[src/rtl/cwrms_pkg.sv]
// Shared types and constants for the calibrated windowed RMS meter.
// Used by the register block and the top level; no dependencies.

package cwrms_pkg;

	// Field and datapath widths.
	localparam int CUR_W   = 24;
	localparam int RMS_W   = 24;
	localparam int CNT_W   = 16;
	localparam int GAIN_W  = 32;
	localparam int MUL_W   = 33;
	localparam int PROD_W  = 64;
	localparam int SUM_W   = 64;
	localparam int DIV_W   = CNT_W + 1;
	localparam int ROOT_W  = SUM_W / 2;
	localparam int REM_W   = ROOT_W + 3;
	localparam int SUB_W   = REM_W + 1;
	localparam int STEP_W  = 6;
	localparam int ADDR_W  = 4;
	localparam int DATA_W  = 32;

	// Iteration counts of the divider and the square root.
	localparam int DIV_STEPS  = SUM_W;
	localparam int SQRT_STEPS = ROOT_W;
	localparam logic [STEP_W-1:0] DIV_LAST  = STEP_W'(DIV_STEPS - 1);
	localparam logic [STEP_W-1:0] SQRT_LAST = STEP_W'(SQRT_STEPS - 1);

	// Saturation limits of the calibrated current.
	localparam logic signed [PROD_W-1:0] CUR_MAX_C = 64'sd8388607;
	localparam logic signed [PROD_W-1:0] CUR_MIN_C = -64'sd8388608;

	// Register reset values.
	localparam logic [GAIN_W-1:0] GAIN_RESET   = 32'd28421;
	localparam logic [CUR_W-1:0]  OFFSET_RESET = 24'hFFFC71;
	localparam logic [CNT_W-1:0]  WINDOW_RESET = 16'd4000;

	// Register indexes on the configuration port.
	typedef enum logic [1:0] {
		REG_GAIN   = 2'd0,
		REG_OFFSET = 2'd1,
		REG_WINDOW = 2'd2
	} cwrms_reg_t;

	// Configuration seen by the datapath.
	typedef struct packed {
		logic [GAIN_W-1:0] gain;
		logic [CUR_W-1:0]  offset;
		logic [CNT_W-1:0]  window;
	} cwrms_cfg_t;

	// Sequencer states.
	typedef enum logic [2:0] {
		S_IDLE,
		S_MUL_RAW,
		S_SCALE,
		S_MUL_SQ,
		S_ACCUM,
		S_DIV,
		S_SQRT,
		S_EMIT
	} cwrms_state_t;

endpackage

[src/rtl/cwrms_if.sv]
// Valid/ready channel interfaces for the sample input and the result output.
// Standalone; the result widths match cwrms_pkg.

interface cwrms_sample_if #(parameter int SAMPLE_BITS = 12) ();
	logic                   valid;
	logic                   ready;
	logic [SAMPLE_BITS-1:0] raw_sample;

	modport source (output valid, output raw_sample, input ready);
	modport sink (input valid, input raw_sample, output ready);
endinterface

interface cwrms_result_if ();
	logic               valid;
	logic               ready;
	logic signed [23:0] current_value;
	logic [23:0]        rms_value;
	logic               rms_ready;

	modport source (output valid, output current_value, output rms_value, output rms_ready,
		input ready);
	modport sink (input valid, input current_value, input rms_value, input rms_ready,
		output ready);
endinterface

[src/rtl/cwrms_regs.sv]
// APB-style configuration registers: gain, offset and window length.
// Depends on cwrms_pkg for widths, reset values and register indexes.

module cwrms_regs import cwrms_pkg::*; (
	input  logic              clk,
	input  logic              arst_n,
	input  logic              psel,
	input  logic              penable,
	input  logic              pwrite,
	input  logic [ADDR_W-1:0] paddr,
	input  logic [DATA_W-1:0] pwdata,
	output logic [DATA_W-1:0] prdata,
	output logic              pready,
	output cwrms_cfg_t        cfg
);

	logic [GAIN_W-1:0] gain_q;
	logic [CUR_W-1:0]  offset_q;
	logic [CNT_W-1:0]  window_q;
	logic              wr_en;

	// The port never stalls, so a write lands in its access cycle.
	assign pready = 1'b1;
	assign wr_en  = psel && penable && pwrite;

	// Register writes; an index beyond the list is dropped.
	always_ff @(posedge clk or negedge arst_n) begin
		if (!arst_n) begin
			gain_q   <= GAIN_RESET;
			offset_q <= OFFSET_RESET;
			window_q <= WINDOW_RESET;
		end else if (wr_en) begin
			case (paddr[ADDR_W-1:2])
				REG_GAIN: begin
					gain_q <= pwdata[GAIN_W-1:0];
				end
				REG_OFFSET: begin
					offset_q <= pwdata[CUR_W-1:0];
				end
				REG_WINDOW: begin
					window_q <= pwdata[CNT_W-1:0];
				end
				default: begin
				end
			endcase
		end
	end

	// Read data, zero-extended to the bus width.
	always_comb begin
		case (paddr[ADDR_W-1:2])
			REG_GAIN: begin
				prdata = gain_q;
			end
			REG_OFFSET: begin
				prdata = {{(DATA_W-CUR_W){1'b0}}, offset_q};
			end
			REG_WINDOW: begin
				prdata = {{(DATA_W-CNT_W){1'b0}}, window_q};
			end
			default: begin
				prdata = '0;
			end
		endcase
	end

	assign cfg.gain   = gain_q;
	assign cfg.offset = offset_q;
	assign cfg.window = window_q;

endmodule

[src/rtl/calibrated_windowed_rms_meter_unit.sv]
// Calibrated windowed RMS meter. Each sample item is calibrated to a Q8.16 current
// (raw*gain rounded, plus offset, saturated) and its square is accumulated; when the
// count reaches the window length, the mean square is divided out and its floor square
// root becomes the new RMS. An item that does not close a window passes the raw multiply,
// scale, square, accumulate and emit states to the result register, the emit state waiting
// while that register holds an untaken result; one that closes a window also passes the
// divider, 64 one-bit steps, and the square root, 32 two-bit steps, all on one shared
// subtractor. A new item is taken only once the last is loaded. The one multiplier serves
// both the calibration product and the square.
// The result sits in an output register, so a new sample is taken while it waits.
// Depends on cwrms_pkg, cwrms_if and cwrms_regs.

module calibrated_windowed_rms_meter_unit import cwrms_pkg::*; #(
	parameter int SAMPLE_BITS = 12
) (
	input  logic                  clk,
	input  logic                  arst_n,
	cwrms_sample_if.sink          sample_ch,
	cwrms_result_if.source        result_ch,
	input  logic                  psel,
	input  logic                  penable,
	input  logic                  pwrite,
	input  logic [ADDR_W-1:0]     paddr,
	input  logic [DATA_W-1:0]     pwdata,
	output logic [DATA_W-1:0]     prdata,
	output logic                  pready
);

	cwrms_cfg_t cfg;

	cwrms_state_t state_q, state_d;

	logic [SAMPLE_BITS-1:0]    raw_q;
	logic signed [PROD_W-1:0]  prod_q;
	logic signed [CUR_W-1:0]   cur_q;
	logic [SUM_W-1:0]          sum_q;
	logic [CNT_W-1:0]          count_q;
	logic [RMS_W-1:0]          last_rms_q;
	logic [SUM_W-1:0]          work_q;
	logic [DIV_W-1:0]          divisor_q;
	logic [REM_W-1:0]          rem_q;
	logic [ROOT_W-1:0]         root_q;
	logic [STEP_W-1:0]         step_q;
	logic                      done_q;
	logic                      out_valid_q;
	logic signed [CUR_W-1:0]   cur_out_q;
	logic [RMS_W-1:0]          rms_out_q;
	logic                      rdy_out_q;

	logic                      accept;
	logic                      emit_load;

	logic signed [MUL_W-1:0]   mul_a;
	logic signed [MUL_W-1:0]   mul_b;
	logic signed [2*MUL_W-1:0] mul_p;

	logic signed [PROD_W-1:0]  rnd;
	logic signed [PROD_W-1:0]  cal;
	logic signed [CUR_W-1:0]   cur_sat;

	logic [SUM_W-1:0]          sum_new;
	logic [DIV_W-1:0]          cnt_new;
	logic [CNT_W-1:0]          win_eff;
	logic                      win_done;

	logic [SUB_W-1:0]          sub_a;
	logic [SUB_W-1:0]          sub_b;
	logic [SUB_W:0]            sub_diff;
	logic                      borrow;

	// Configuration registers.
	cwrms_regs u_regs (
		.clk     (clk),
		.arst_n  (arst_n),
		.psel    (psel),
		.penable (penable),
		.pwrite  (pwrite),
		.paddr   (paddr),
		.pwdata  (pwdata),
		.prdata  (prdata),
		.pready  (pready),
		.cfg     (cfg)
	);

	// Shared multiplier: raw times gain, then current times itself.
	always_comb begin
		if (state_q == S_MUL_RAW) begin
			mul_a = $signed({{(MUL_W-SAMPLE_BITS){1'b0}}, raw_q});
			mul_b = $signed({{(MUL_W-GAIN_W){cfg.gain[GAIN_W-1]}}, cfg.gain});
		end else begin
			mul_a = $signed({{(MUL_W-CUR_W){cur_q[CUR_W-1]}}, cur_q});
			mul_b = $signed({{(MUL_W-CUR_W){cur_q[CUR_W-1]}}, cur_q});
		end
		mul_p = mul_a * mul_b;
	end

	// Round Q8.24 to Q8.16 half up, add the offset and saturate.
	always_comb begin
		rnd = (prod_q + 64'sd128) >>> 8;
		cal = rnd + $signed({{(PROD_W-CUR_W){cfg.offset[CUR_W-1]}}, cfg.offset});
		if (cal > CUR_MAX_C) begin
			cur_sat = CUR_MAX_C[CUR_W-1:0];
		end else if (cal < CUR_MIN_C) begin
			cur_sat = CUR_MIN_C[CUR_W-1:0];
		end else begin
			cur_sat = cal[CUR_W-1:0];
		end
	end

	// Accumulation and window check; a zero window length acts as one.
	always_comb begin
		sum_new  = sum_q + $unsigned(prod_q);
		cnt_new  = {1'b0, count_q} + DIV_W'(1);
		win_eff  = (cfg.window == '0) ? CNT_W'(1) : cfg.window;
		win_done = cnt_new >= {1'b0, win_eff};
	end

	// Shared subtractor: restoring divide step or square-root digit step.
	always_comb begin
		if (state_q == S_SQRT) begin
			sub_a = {rem_q[REM_W-2:0], work_q[SUM_W-1 -: 2]};
			sub_b = {{(SUB_W-ROOT_W-2){1'b0}}, root_q, 2'b01};
		end else begin
			sub_a = {{(SUB_W-DIV_W-1){1'b0}}, rem_q[DIV_W-1:0], work_q[SUM_W-1]};
			sub_b = {{(SUB_W-DIV_W){1'b0}}, divisor_q};
		end
		sub_diff = {1'b0, sub_a} - {1'b0, sub_b};
		borrow   = sub_diff[SUB_W];
	end

	// Sequencer next state and handshake controls.
	always_comb begin
		state_d   = state_q;
		emit_load = 1'b0;
		case (state_q)
			S_IDLE: begin
				if (sample_ch.valid) begin
					state_d = S_MUL_RAW;
				end
			end
			S_MUL_RAW: begin
				state_d = S_SCALE;
			end
			S_SCALE: begin
				state_d = S_MUL_SQ;
			end
			S_MUL_SQ: begin
				state_d = S_ACCUM;
			end
			S_ACCUM: begin
				state_d = win_done ? S_DIV : S_EMIT;
			end
			S_DIV: begin
				if (step_q == DIV_LAST) begin
					state_d = S_SQRT;
				end
			end
			S_SQRT: begin
				if (step_q == SQRT_LAST) begin
					state_d = S_EMIT;
				end
			end
			S_EMIT: begin
				if (!out_valid_q || result_ch.ready) begin
					emit_load = 1'b1;
					state_d   = S_IDLE;
				end
			end
			default: begin
				state_d = S_IDLE;
			end
		endcase
	end

	assign sample_ch.ready = (state_q == S_IDLE);
	assign accept          = sample_ch.valid && sample_ch.ready;

	// State register.
	always_ff @(posedge clk or negedge arst_n) begin
		if (!arst_n) begin
			state_q <= S_IDLE;
		end else begin
			state_q <= state_d;
		end
	end

	// Control state: accumulator, count, step counter, held RMS, window-done flag and output valid.
	always_ff @(posedge clk or negedge arst_n) begin
		if (!arst_n) begin
			sum_q       <= '0;
			count_q     <= '0;
			last_rms_q  <= '0;
			step_q      <= '0;
			done_q      <= 1'b0;
			out_valid_q <= 1'b0;
		end else begin
			if (emit_load) begin
				out_valid_q <= 1'b1;
			end else if (result_ch.ready) begin
				out_valid_q <= 1'b0;
			end
			case (state_q)
				S_ACCUM: begin
					step_q <= '0;
					done_q <= win_done;
					if (win_done) begin
						sum_q   <= '0;
						count_q <= '0;
					end else begin
						sum_q   <= sum_new;
						count_q <= cnt_new[CNT_W-1:0];
					end
				end
				S_DIV: begin
					step_q <= step_q + STEP_W'(1);
				end
				S_SQRT: begin
					step_q <= step_q + STEP_W'(1);
					if (step_q == SQRT_LAST) begin
						last_rms_q <= {root_q[RMS_W-2:0], ~borrow};
					end
				end
				default: begin
				end
			endcase
		end
	end

	// Datapath registers.
	always_ff @(posedge clk) begin
		case (state_q)
			S_IDLE: begin
				if (accept) begin
					raw_q <= sample_ch.raw_sample;
				end
			end
			S_MUL_RAW, S_MUL_SQ: begin
				prod_q <= mul_p[PROD_W-1:0];
			end
			S_SCALE: begin
				cur_q <= cur_sat;
			end
			S_ACCUM: begin
				work_q    <= sum_new;
				divisor_q <= cnt_new;
				rem_q     <= '0;
				root_q    <= '0;
			end
			S_DIV: begin
				work_q <= {work_q[SUM_W-2:0], ~borrow};
				if (step_q == DIV_LAST) begin
					rem_q <= '0;
				end else if (borrow) begin
					rem_q <= sub_a[REM_W-1:0];
				end else begin
					rem_q <= sub_diff[REM_W-1:0];
				end
			end
			S_SQRT: begin
				work_q <= {work_q[SUM_W-3:0], 2'b00};
				root_q <= {root_q[ROOT_W-2:0], ~borrow};
				rem_q  <= borrow ? sub_a[REM_W-1:0] : sub_diff[REM_W-1:0];
			end
			S_EMIT: begin
				if (emit_load) begin
					cur_out_q <= cur_q;
					rms_out_q <= last_rms_q;
					rdy_out_q <= done_q;
				end
			end
			default: begin
			end
		endcase
	end

	assign result_ch.valid         = out_valid_q;
	assign result_ch.current_value = cur_out_q;
	assign result_ch.rms_value     = rms_out_q;
	assign result_ch.rms_ready     = rdy_out_q;

	// The divider never runs with a zero divisor.
	a_div_nonzero: assert property (@(posedge clk) disable iff (!arst_n)
		(state_q == S_DIV) |-> (divisor_q != '0))
		else $error("divide step with zero divisor");

	// The partial remainder stays below the divisor.
	a_div_rem: assert property (@(posedge clk) disable iff (!arst_n)
		(state_q == S_DIV) |-> (rem_q < {{(REM_W-DIV_W){1'b0}}, divisor_q}))
		else $error("divide remainder out of range");

	// The accumulator and count are already cleared while a window result is computed.
	a_window_cleared: assert property (@(posedge clk) disable iff (!arst_n)
		(state_q == S_DIV || state_q == S_SQRT) |-> (sum_q == '0 && count_q == '0))
		else $error("accumulator not cleared during window result");

	// The final root fits the RMS field.
	a_root_fits: assert property (@(posedge clk) disable iff (!arst_n)
		(state_q == S_SQRT && step_q == SQRT_LAST) |-> (root_q[ROOT_W-2:RMS_W-1] == '0))
		else $error("square root exceeds RMS width");

	// An item is only taken with the sequencer at rest.
	a_accept_idle: assert property (@(posedge clk) disable iff (!arst_n)
		accept |=> (state_q == S_MUL_RAW))
		else $error("accepted item did not start the sequence");

endmodule
[src/flat_wrapper.sv]
// flat-port wrapper written by rule: the top's interface ports become plain ports
module calibrated_windowed_rms_meter_unit_flat import cwrms_pkg::*;
#(
	parameter int SAMPLE_BITS = 12
)
  (clk, arst_n, psel, penable, pwrite, paddr, pwdata, prdata, pready, sample_ch_valid, sample_ch_raw_sample, sample_ch_ready, result_ch_valid, result_ch_current_value, result_ch_rms_value, result_ch_rms_ready, result_ch_ready);
  cwrms_sample_if #(.SAMPLE_BITS(SAMPLE_BITS)) sample_ch_i ();
  cwrms_result_if result_ch_i ();
  input  logic clk;
  input  logic arst_n;
  input  logic psel;
  input  logic penable;
  input  logic pwrite;
  input  logic [ADDR_W-1:0] paddr;
  input  logic [DATA_W-1:0] pwdata;
  output logic [DATA_W-1:0] prdata;
  output logic pready;
  input wire logic [$bits(sample_ch_i.valid)-1:0] sample_ch_valid;
  input wire logic [$bits(sample_ch_i.raw_sample)-1:0] sample_ch_raw_sample;
  output wire logic [$bits(sample_ch_i.ready)-1:0] sample_ch_ready;
  output wire logic [$bits(result_ch_i.valid)-1:0] result_ch_valid;
  output wire logic [$bits(result_ch_i.current_value)-1:0] result_ch_current_value;
  output wire logic [$bits(result_ch_i.rms_value)-1:0] result_ch_rms_value;
  output wire logic [$bits(result_ch_i.rms_ready)-1:0] result_ch_rms_ready;
  input wire logic [$bits(result_ch_i.ready)-1:0] result_ch_ready;
  assign sample_ch_i.valid = sample_ch_valid;
  assign sample_ch_i.raw_sample = sample_ch_raw_sample;
  assign sample_ch_ready = sample_ch_i.ready;
  assign result_ch_valid = result_ch_i.valid;
  assign result_ch_current_value = result_ch_i.current_value;
  assign result_ch_rms_value = result_ch_i.rms_value;
  assign result_ch_rms_ready = result_ch_i.rms_ready;
  assign result_ch_i.ready = result_ch_ready;
  calibrated_windowed_rms_meter_unit #(.SAMPLE_BITS(SAMPLE_BITS)) u_core (.clk(clk), .arst_n(arst_n), .sample_ch(sample_ch_i), .result_ch(result_ch_i), .psel(psel), .penable(penable), .pwrite(pwrite), .paddr(paddr), .pwdata(pwdata), .prdata(prdata), .pready(pready));
endmodule
[config.mk]
export PLATFORM = sky130hd
export DESIGN_NAME = calibrated_windowed_rms_meter_unit_flat
export DESIGN_NICKNAME = d
export VERILOG_FILES = /design/src/rtl/cwrms_pkg.sv /design/src/rtl/cwrms_if.sv /design/src/rtl/cwrms_regs.sv /design/src/rtl/calibrated_windowed_rms_meter_unit.sv /design/src/flat_wrapper.sv
export SDC_FILE = /design/constraint.sdc
export NUM_CORES = 2
export LEC_CHECK = 0
export ABC_AREA = 1
export BUFFER_PORTS_ARGS = -buffer_cell sky130_fd_sc_hd__buf_2
export CAP_MARGIN = 40
export CORE_UTILIZATION = 50
export CTS_CLUSTER_DIAMETER = 60
export DETAILED_ROUTE_END_ITERATION = 10
export PLACE_DENSITY = 0.68
export SYNTH_ARGS = -nofsm -noshare
export SYNTH_HDL_FRONTEND = slang
export SYNTH_HIERARCHICAL = 1
export SYNTH_SLANG_ARGS = --single-unit
export TNS_END_PERCENT = 20
[constraint.sdc]
create_clock -name clk -period 22.3 [get_ports clk]
set_clock_uncertainty 0.2 [all_clocks]
set_input_delay 1.115 -clock clk [delete_from_list [all_inputs] [get_ports clk]]
set_output_delay 1.115 -clock clk [all_outputs]
set_load 0.01 [all_outputs]
**After elaboration in Yosys (flattened, before gate mapping)**

Index checks and enable logic that the tools add are counted.

- RAM bits: 0
- Output and inout port bits: 84
- Bits in registers: 483
- Bits in latches: 0
- Memories kept: 0
- Bits in read-only memories: 0
- Bits of input ports: 55

- Muxes and demuxes: 25
- $mul: 1
- Bitwise gates (word level): 1
- Reductions and logical operators: 21
- Div/mod/pow operators: 0
- Order comparisons: 3
- Shifts and indexed selects: 0
- Eq/ne operators: 15
- Add/sub/neg operators: 6

Operator list:

| operator | count |
|---|---|
| $pmux W64 S3 | 1 |
| $mux W34 | 3 |
| $pmux W34 S3 | 1 |
| $pmux W32 S3 | 1 |
| $mux W33 | 2 |
| $add A64 B64 Y64 | 1 |
| $add A64 B9 Y64 const B | 1 |
| $gt A64 B24 Y1 const B | 1 |
| $lt A64 B24 Y1 const B | 1 |
| $mul A33 B33 Y64 | 1 |
| $mux W64 | 1 |
| $pmux W32 S2 | 1 |
| $add A56 B24 Y57 | 1 |
| $sub A36 B34 Y37 | 1 |
| $mux W36 | 1 |
| $mux W16 | 2 |
| $mux W24 | 1 |
| $pmux W3 S8 | 1 |
| $add A16 B1 Y17 const B | 1 |
| $ge A17 B16 Y1 | 1 |
| $logic_not A16 Y1 | 1 |
| $eq A3 B3 Y1 const B | 4 |
| $mux W3 | 4 |
| $pmux W6 S2 | 1 |
| 22 further kinds | 38 |

**Longest topological paths before layout**

- Depth in word-level cells: 6
- Depth in mapped cells: 41
- Mapped depth without buffers: 39

**Hierarchy**

Netlist, hierarchy kept.

By module, submodules not included:

| module | sequential area each (µm²) | area an instance (µm²) | cells an instance | instances |
|---|---|---|---|---|
| calibrated_windowed_rms_meter_unit | 11766.3 | 60150.2 | 7626 | 1 |
| cwrms_regs | 1841.8 | 3562.2 | 429 | 1 |

**Least setup slack after synthesis**

OpenSTA, ideal clock, no wires.

- Kind: reg2reg
- Start: register u_core.state_q[0]
- End: register u_core.prod_q[59], data pin
- Library setup time: 0.260 ns
- Setup slack: 13.648 ns
- Clock period less this slack: 8.652 ns
- Arrival: 8.192 ns
- Cell stages (with the launch flop): 30
- Data required time: 21.840 ns
- Cells stage by stage: dfrtp_1 -> inv_1 -> nor2_1 -> nand2_1 -> buf_2 -> nand2_1 -> clkbuf_1 -> clkbuf_1 -> nor2_1 -> fa_1 -> fa_1 -> fa_1 -> inv_1 -> fa_1 -> inv_1 -> fa_1 -> fa_1 -> fa_1 -> inv_1 -> fa_1 -> inv_1 -> ha_1 -> a21oi_1 -> inv_1 -> a21oi_1 -> a21boi_0 -> o21ai_0 -> a221oi_1 -> nand2_1 -> xor2_1

- Longest elaborated chain between the ends: 3

Ends and longest elaborated chain:

| element | RTL line | text |
|---|---|---|
| start, declared | calibrated_windowed_rms_meter_unit.sv:31 | `cwrms_state_t state_q, state_d;` |
| start signal, assigned | calibrated_windowed_rms_meter_unit.sv:183 | `state_q <= state_d;` |
| $eq A3 B1 Y1 * | calibrated_windowed_rms_meter_unit.sv:87 | `if (state_q == S_MUL_RAW) begin` |
| $mux W33 | calibrated_windowed_rms_meter_unit.sv:87 |  |
| $mul A33 B33 Y64 * | calibrated_windowed_rms_meter_unit.sv:94 | `mul_p = mul_a * mul_b;` |
| net u_core.mul_p[59] | calibrated_windowed_rms_meter_unit.sv:55 | `logic signed [2*MUL_W-1:0] mul_p;` |
| end signal, assigned | calibrated_windowed_rms_meter_unit.sv:238 | `prod_q <= mul_p[PROD_W-1:0];` |
| end, declared | calibrated_windowed_rms_meter_unit.sv:34 | `logic signed [PROD_W-1:0] prod_q;` |

Mark *: on every way through the listed nets, which the timed path passes. The rest lies on a longest branch.
A chain may end at the register's enable or synchronous reset.

**Final worst setup path**

- Start: register u_core.state_q[0]
- End: register u_core.prod_q[54], data pin

Same word-level chain as after synthesis.

==> results.md <==
- Status: finished, final reports clean
- Setup CP Type: flip-flop to flip-flop
- Measured slew at the worst slew-check pin: approximately 960 ps
- Final nets: ~9500
- Hold Path Class: input pin to async pin
- Async set-reset flop share out of synthesis: between 30% and 40%
- Storage cell area: ~14000 µm²
- Routed vias/inst: approximately 5.4
- I/O pins: roughly 140
- Setup violators final: 0
- DRT iter0 DRCs: between 4000 and 5000
- CP startpoint kind: flip-flop
- Synth area leaders: fa_1 28%, edfxtp_1 14%, nand2_1 11%, inv_1 11%, ha_1 7.4%
- Max Cap Violations: 0
- H-tree levels: 2
- Routed via count: roughly 54000
- Syn_area_per_cell: about 7.9 µm²
- Fillers: approximately 12000
- CTS tree: built
- Ys flop type: edfxtp_1
- Sequential area share after synthesis: a little over a fifth
- Slowest stage delay, CP: around 640 ps
- Worst reg2reg path depth: 34
- Synth Warn #: 6
- Worst-Skew Late Latency: roughly 670 ps
- CP max FO: 42
- Post-CTS sizing: 0
- Area grow syn2layout: 7.16%
- Top cells by count, synth: 1899 x nand2_1, 1809 x inv_1, 883 x fa_1
- Reg-to-Reg End: u_core/prod_q[54]$_DFFE_PP_
- Period utilisation layout: 50.0%
- CP Capture Type: flip-flop
- Final period demand of the worst path: 11140 ps
- First-pass GRT wire length: roughly 320000 µm
- Final TNS setup: 0 ps
- Register bit total from synthesis: 483
- R2r startpoint: u_core/state_q[0]$_DFFE_PN0P_
- Setup bufs post-CTS: 0
- Pre-Repair DR Iteration Count: 6
- TritonCTS buffer count: 55
- Final Cell Area: about 70000 µm²
- Yosys top cell area share: between 20 and 30%
- Multi-input gate area: 42500 µm²
- Clk slew on worst S/H paths: roughly 70 ps
- Detailed Route WL: 209000 µm
- Mapped Area: 63700 µm²
- Share of cells above drive strength 1: 5.98%
- Dpl hpwl: 174000 µm
- Util after Layout: 54.2%
- Final Hold Viols: 0
- Net count after synthesis: 9372
- Drt wl/cell: around 21 µm
- Deepest clock path buffer count: 3
- Core ar.: 126000 µm²
- Initial core utilization: between 50 and 60%
- CP required: approximately 23000 ps
- Fmax: approximately 90 MHz
- Num rows: 130
- Crit path top cell by count: fa_1
- Netlist cell types: approximately 70
- Vias in the first global route: approximately 54000
- Yosys top cell by area: fa_1
- Gr usage total: 32.7%
- Remaining global-route overflow: 0
- Post-cts hold buffer count: 0
- Max-slew violations: 0
- Largest net degree at the start of global routing: 84
- Die X: about 360 µm
- Clock root cell: clkbuf_16
- FF-to-FF setup slack: between 10000 and 15000 ps
- Crit path max-delay cell type: fa_1
- Post-DRT Antenna Nets: 0
- Sink Count: ~480
- Number of synthesized flops with an enable pin: 296
- Placed Instance Area: 66400 µm²
- Unrepaired setup endpoints after global routing: no
- Worst slew margin: 35.9%
- I/O Buffers: around 140
- Critical Path AT: between 10000 and 15000 ps
- Final GP Congestion: approximately 1.0
- Initial antenna violation count: 9
- DRC Markers: 0
- Die area: between 100000 and 150000 µm²
- Die H: between 300 and 400 µm
- Cells after synthesis: approximately 8100
- Top-count cell post-synth: nand2_1
## through the flow
stage               setup slack, ps  hold slack [ps]  instances
detailed placement            11340              232       9753
CTS                           11310              247       9857
floorplan                     13650              224       8055
finish                        11160              246       9863
global route                  10690              252       9861
global placement              11070              232       9742
## cell type report
| class | instances | share of cell area (%) |
|---|---|---|
| inverters | 1833 | 10.1 |
| repair buffers | 220 | 2.02 |
| multi-input cells | 5567 | 62.2 |
| well taps | 1650 | 3.02 |
| flip-flops and latches | 483 | 19.9 |
| diodes | 6 | 0.0220 |
| clock buffers | 80 | 2.29 |
| clock inverters | 24 | 0.453 |
## per-layer routing
layer	track usage, %	wire [µm]	up-vias
met1	41.8	84100	26200
met3	6.41	17300	500
li1	-	-	24800
met2	53.1	95000	2061
met5	0	41	-
met4	16.4	12300	6
## cell usage in the layout (no fill, tap or decap), drive strengths merged, types with 22 or more instances in the layout
| cell | instances |
|---|---|
| a21oi | 318 |
| a22o | 31 |
| a31oi | 41 |
| buf | 219 |
| clkbuf | 81 |
| clkinv | 35 |
| dfrtp | 155 |
| dfstp | 32 |
| edfxtp | 296 |
| fa | 883 |
| ha | 379 |
| inv | 1820 |
| nand2 | 1965 |
| nand3 | 222 |
| nand4 | 51 |
| nor2 | 893 |
| nor3 | 74 |
| nor4 | 25 |
| o21ai | 277 |
| o21bai | 22 |
| o221ai | 30 |
| xnor2 | 61 |
| xor2 | 142 |
## how the worst max path moves through the flow
stage | startpoint | endpoint | slack (ps) | cells after the start
2_1_floorplan | u_core/state_q[0]$_DFFE_PN0P_ | u_core/prod_q[59]$_DFFE_PP_ | 13650 | 29
3_3_place_gp | u_core/state_q[0]$_DFFE_PN0P_ | u_core/prod_q[62]$_DFFE_PP_ | 11070 | 33
3_5_place_dp | u_core/state_q[0]$_DFFE_PN0P_ | u_core/prod_q[62]$_DFFE_PP_ | 11340 | 34
4_1_cts | u_core/state_q[0]$_DFFE_PN0P_ | u_core/prod_q[62]$_DFFE_PP_ | 11310 | 34
5_1_grt | u_core/state_q[0]$_DFFE_PN0P_ | u_core/prod_q[62]$_DFFE_PP_ | 10690 | 34
6_report | u_core/state_q[0]$_DFFE_PN0P_ | u_core/prod_q[54]$_DFFE_PP_ | 11160 | 34
## worst max-delay path, delay by kind of cell (launching register included)
family	cells	cell delay, ps
AO/OA/AOI/OAI	5	1510
XOR/XNOR	1	90
adder cells (fa/ha/maj)	9	4480
buffers and inverters	11	1990
flip-flops	1	420
AND/OR/NAND/NOR	8	2120
## logic make-up (layout without fill, tap and decap cells)
kind of cell               count (synthesis)  count (layout)  synth area share (%)
adders and majority gates               1262            1262                  35.2
buffers and inverters                   2005            2157                  12.1
DFF                                      483             483                  21.4
AOI/OAI and AO/OA                        827             827                  7.49
other                                      1               7               0.00589
xor gates and xnor gates                 203             203                  2.79
and+or+nand+nor                         3274            3274                  21.1
## state kept, by name, indices dropped and copies added (netlist names), 24 cells and up
register                        flops
u_core/work_q                      64
u_core/result_ch.rms_value         24
u_core/u_regs/gain_q               32
u_core/rem_q                       34
u_core/result_ch.current_value     24
u_core/prod_q                      64
u_core/u_regs/offset_q             24
u_core/cur_q                       24
u_core/last_rms_q                  24
u_core/sum_q                       64
u_core/root_q                      32
Power is left out: the tool's default activity adds up to more than one toggle a clock period on the data nets, which glitch-free logic cannot reach.
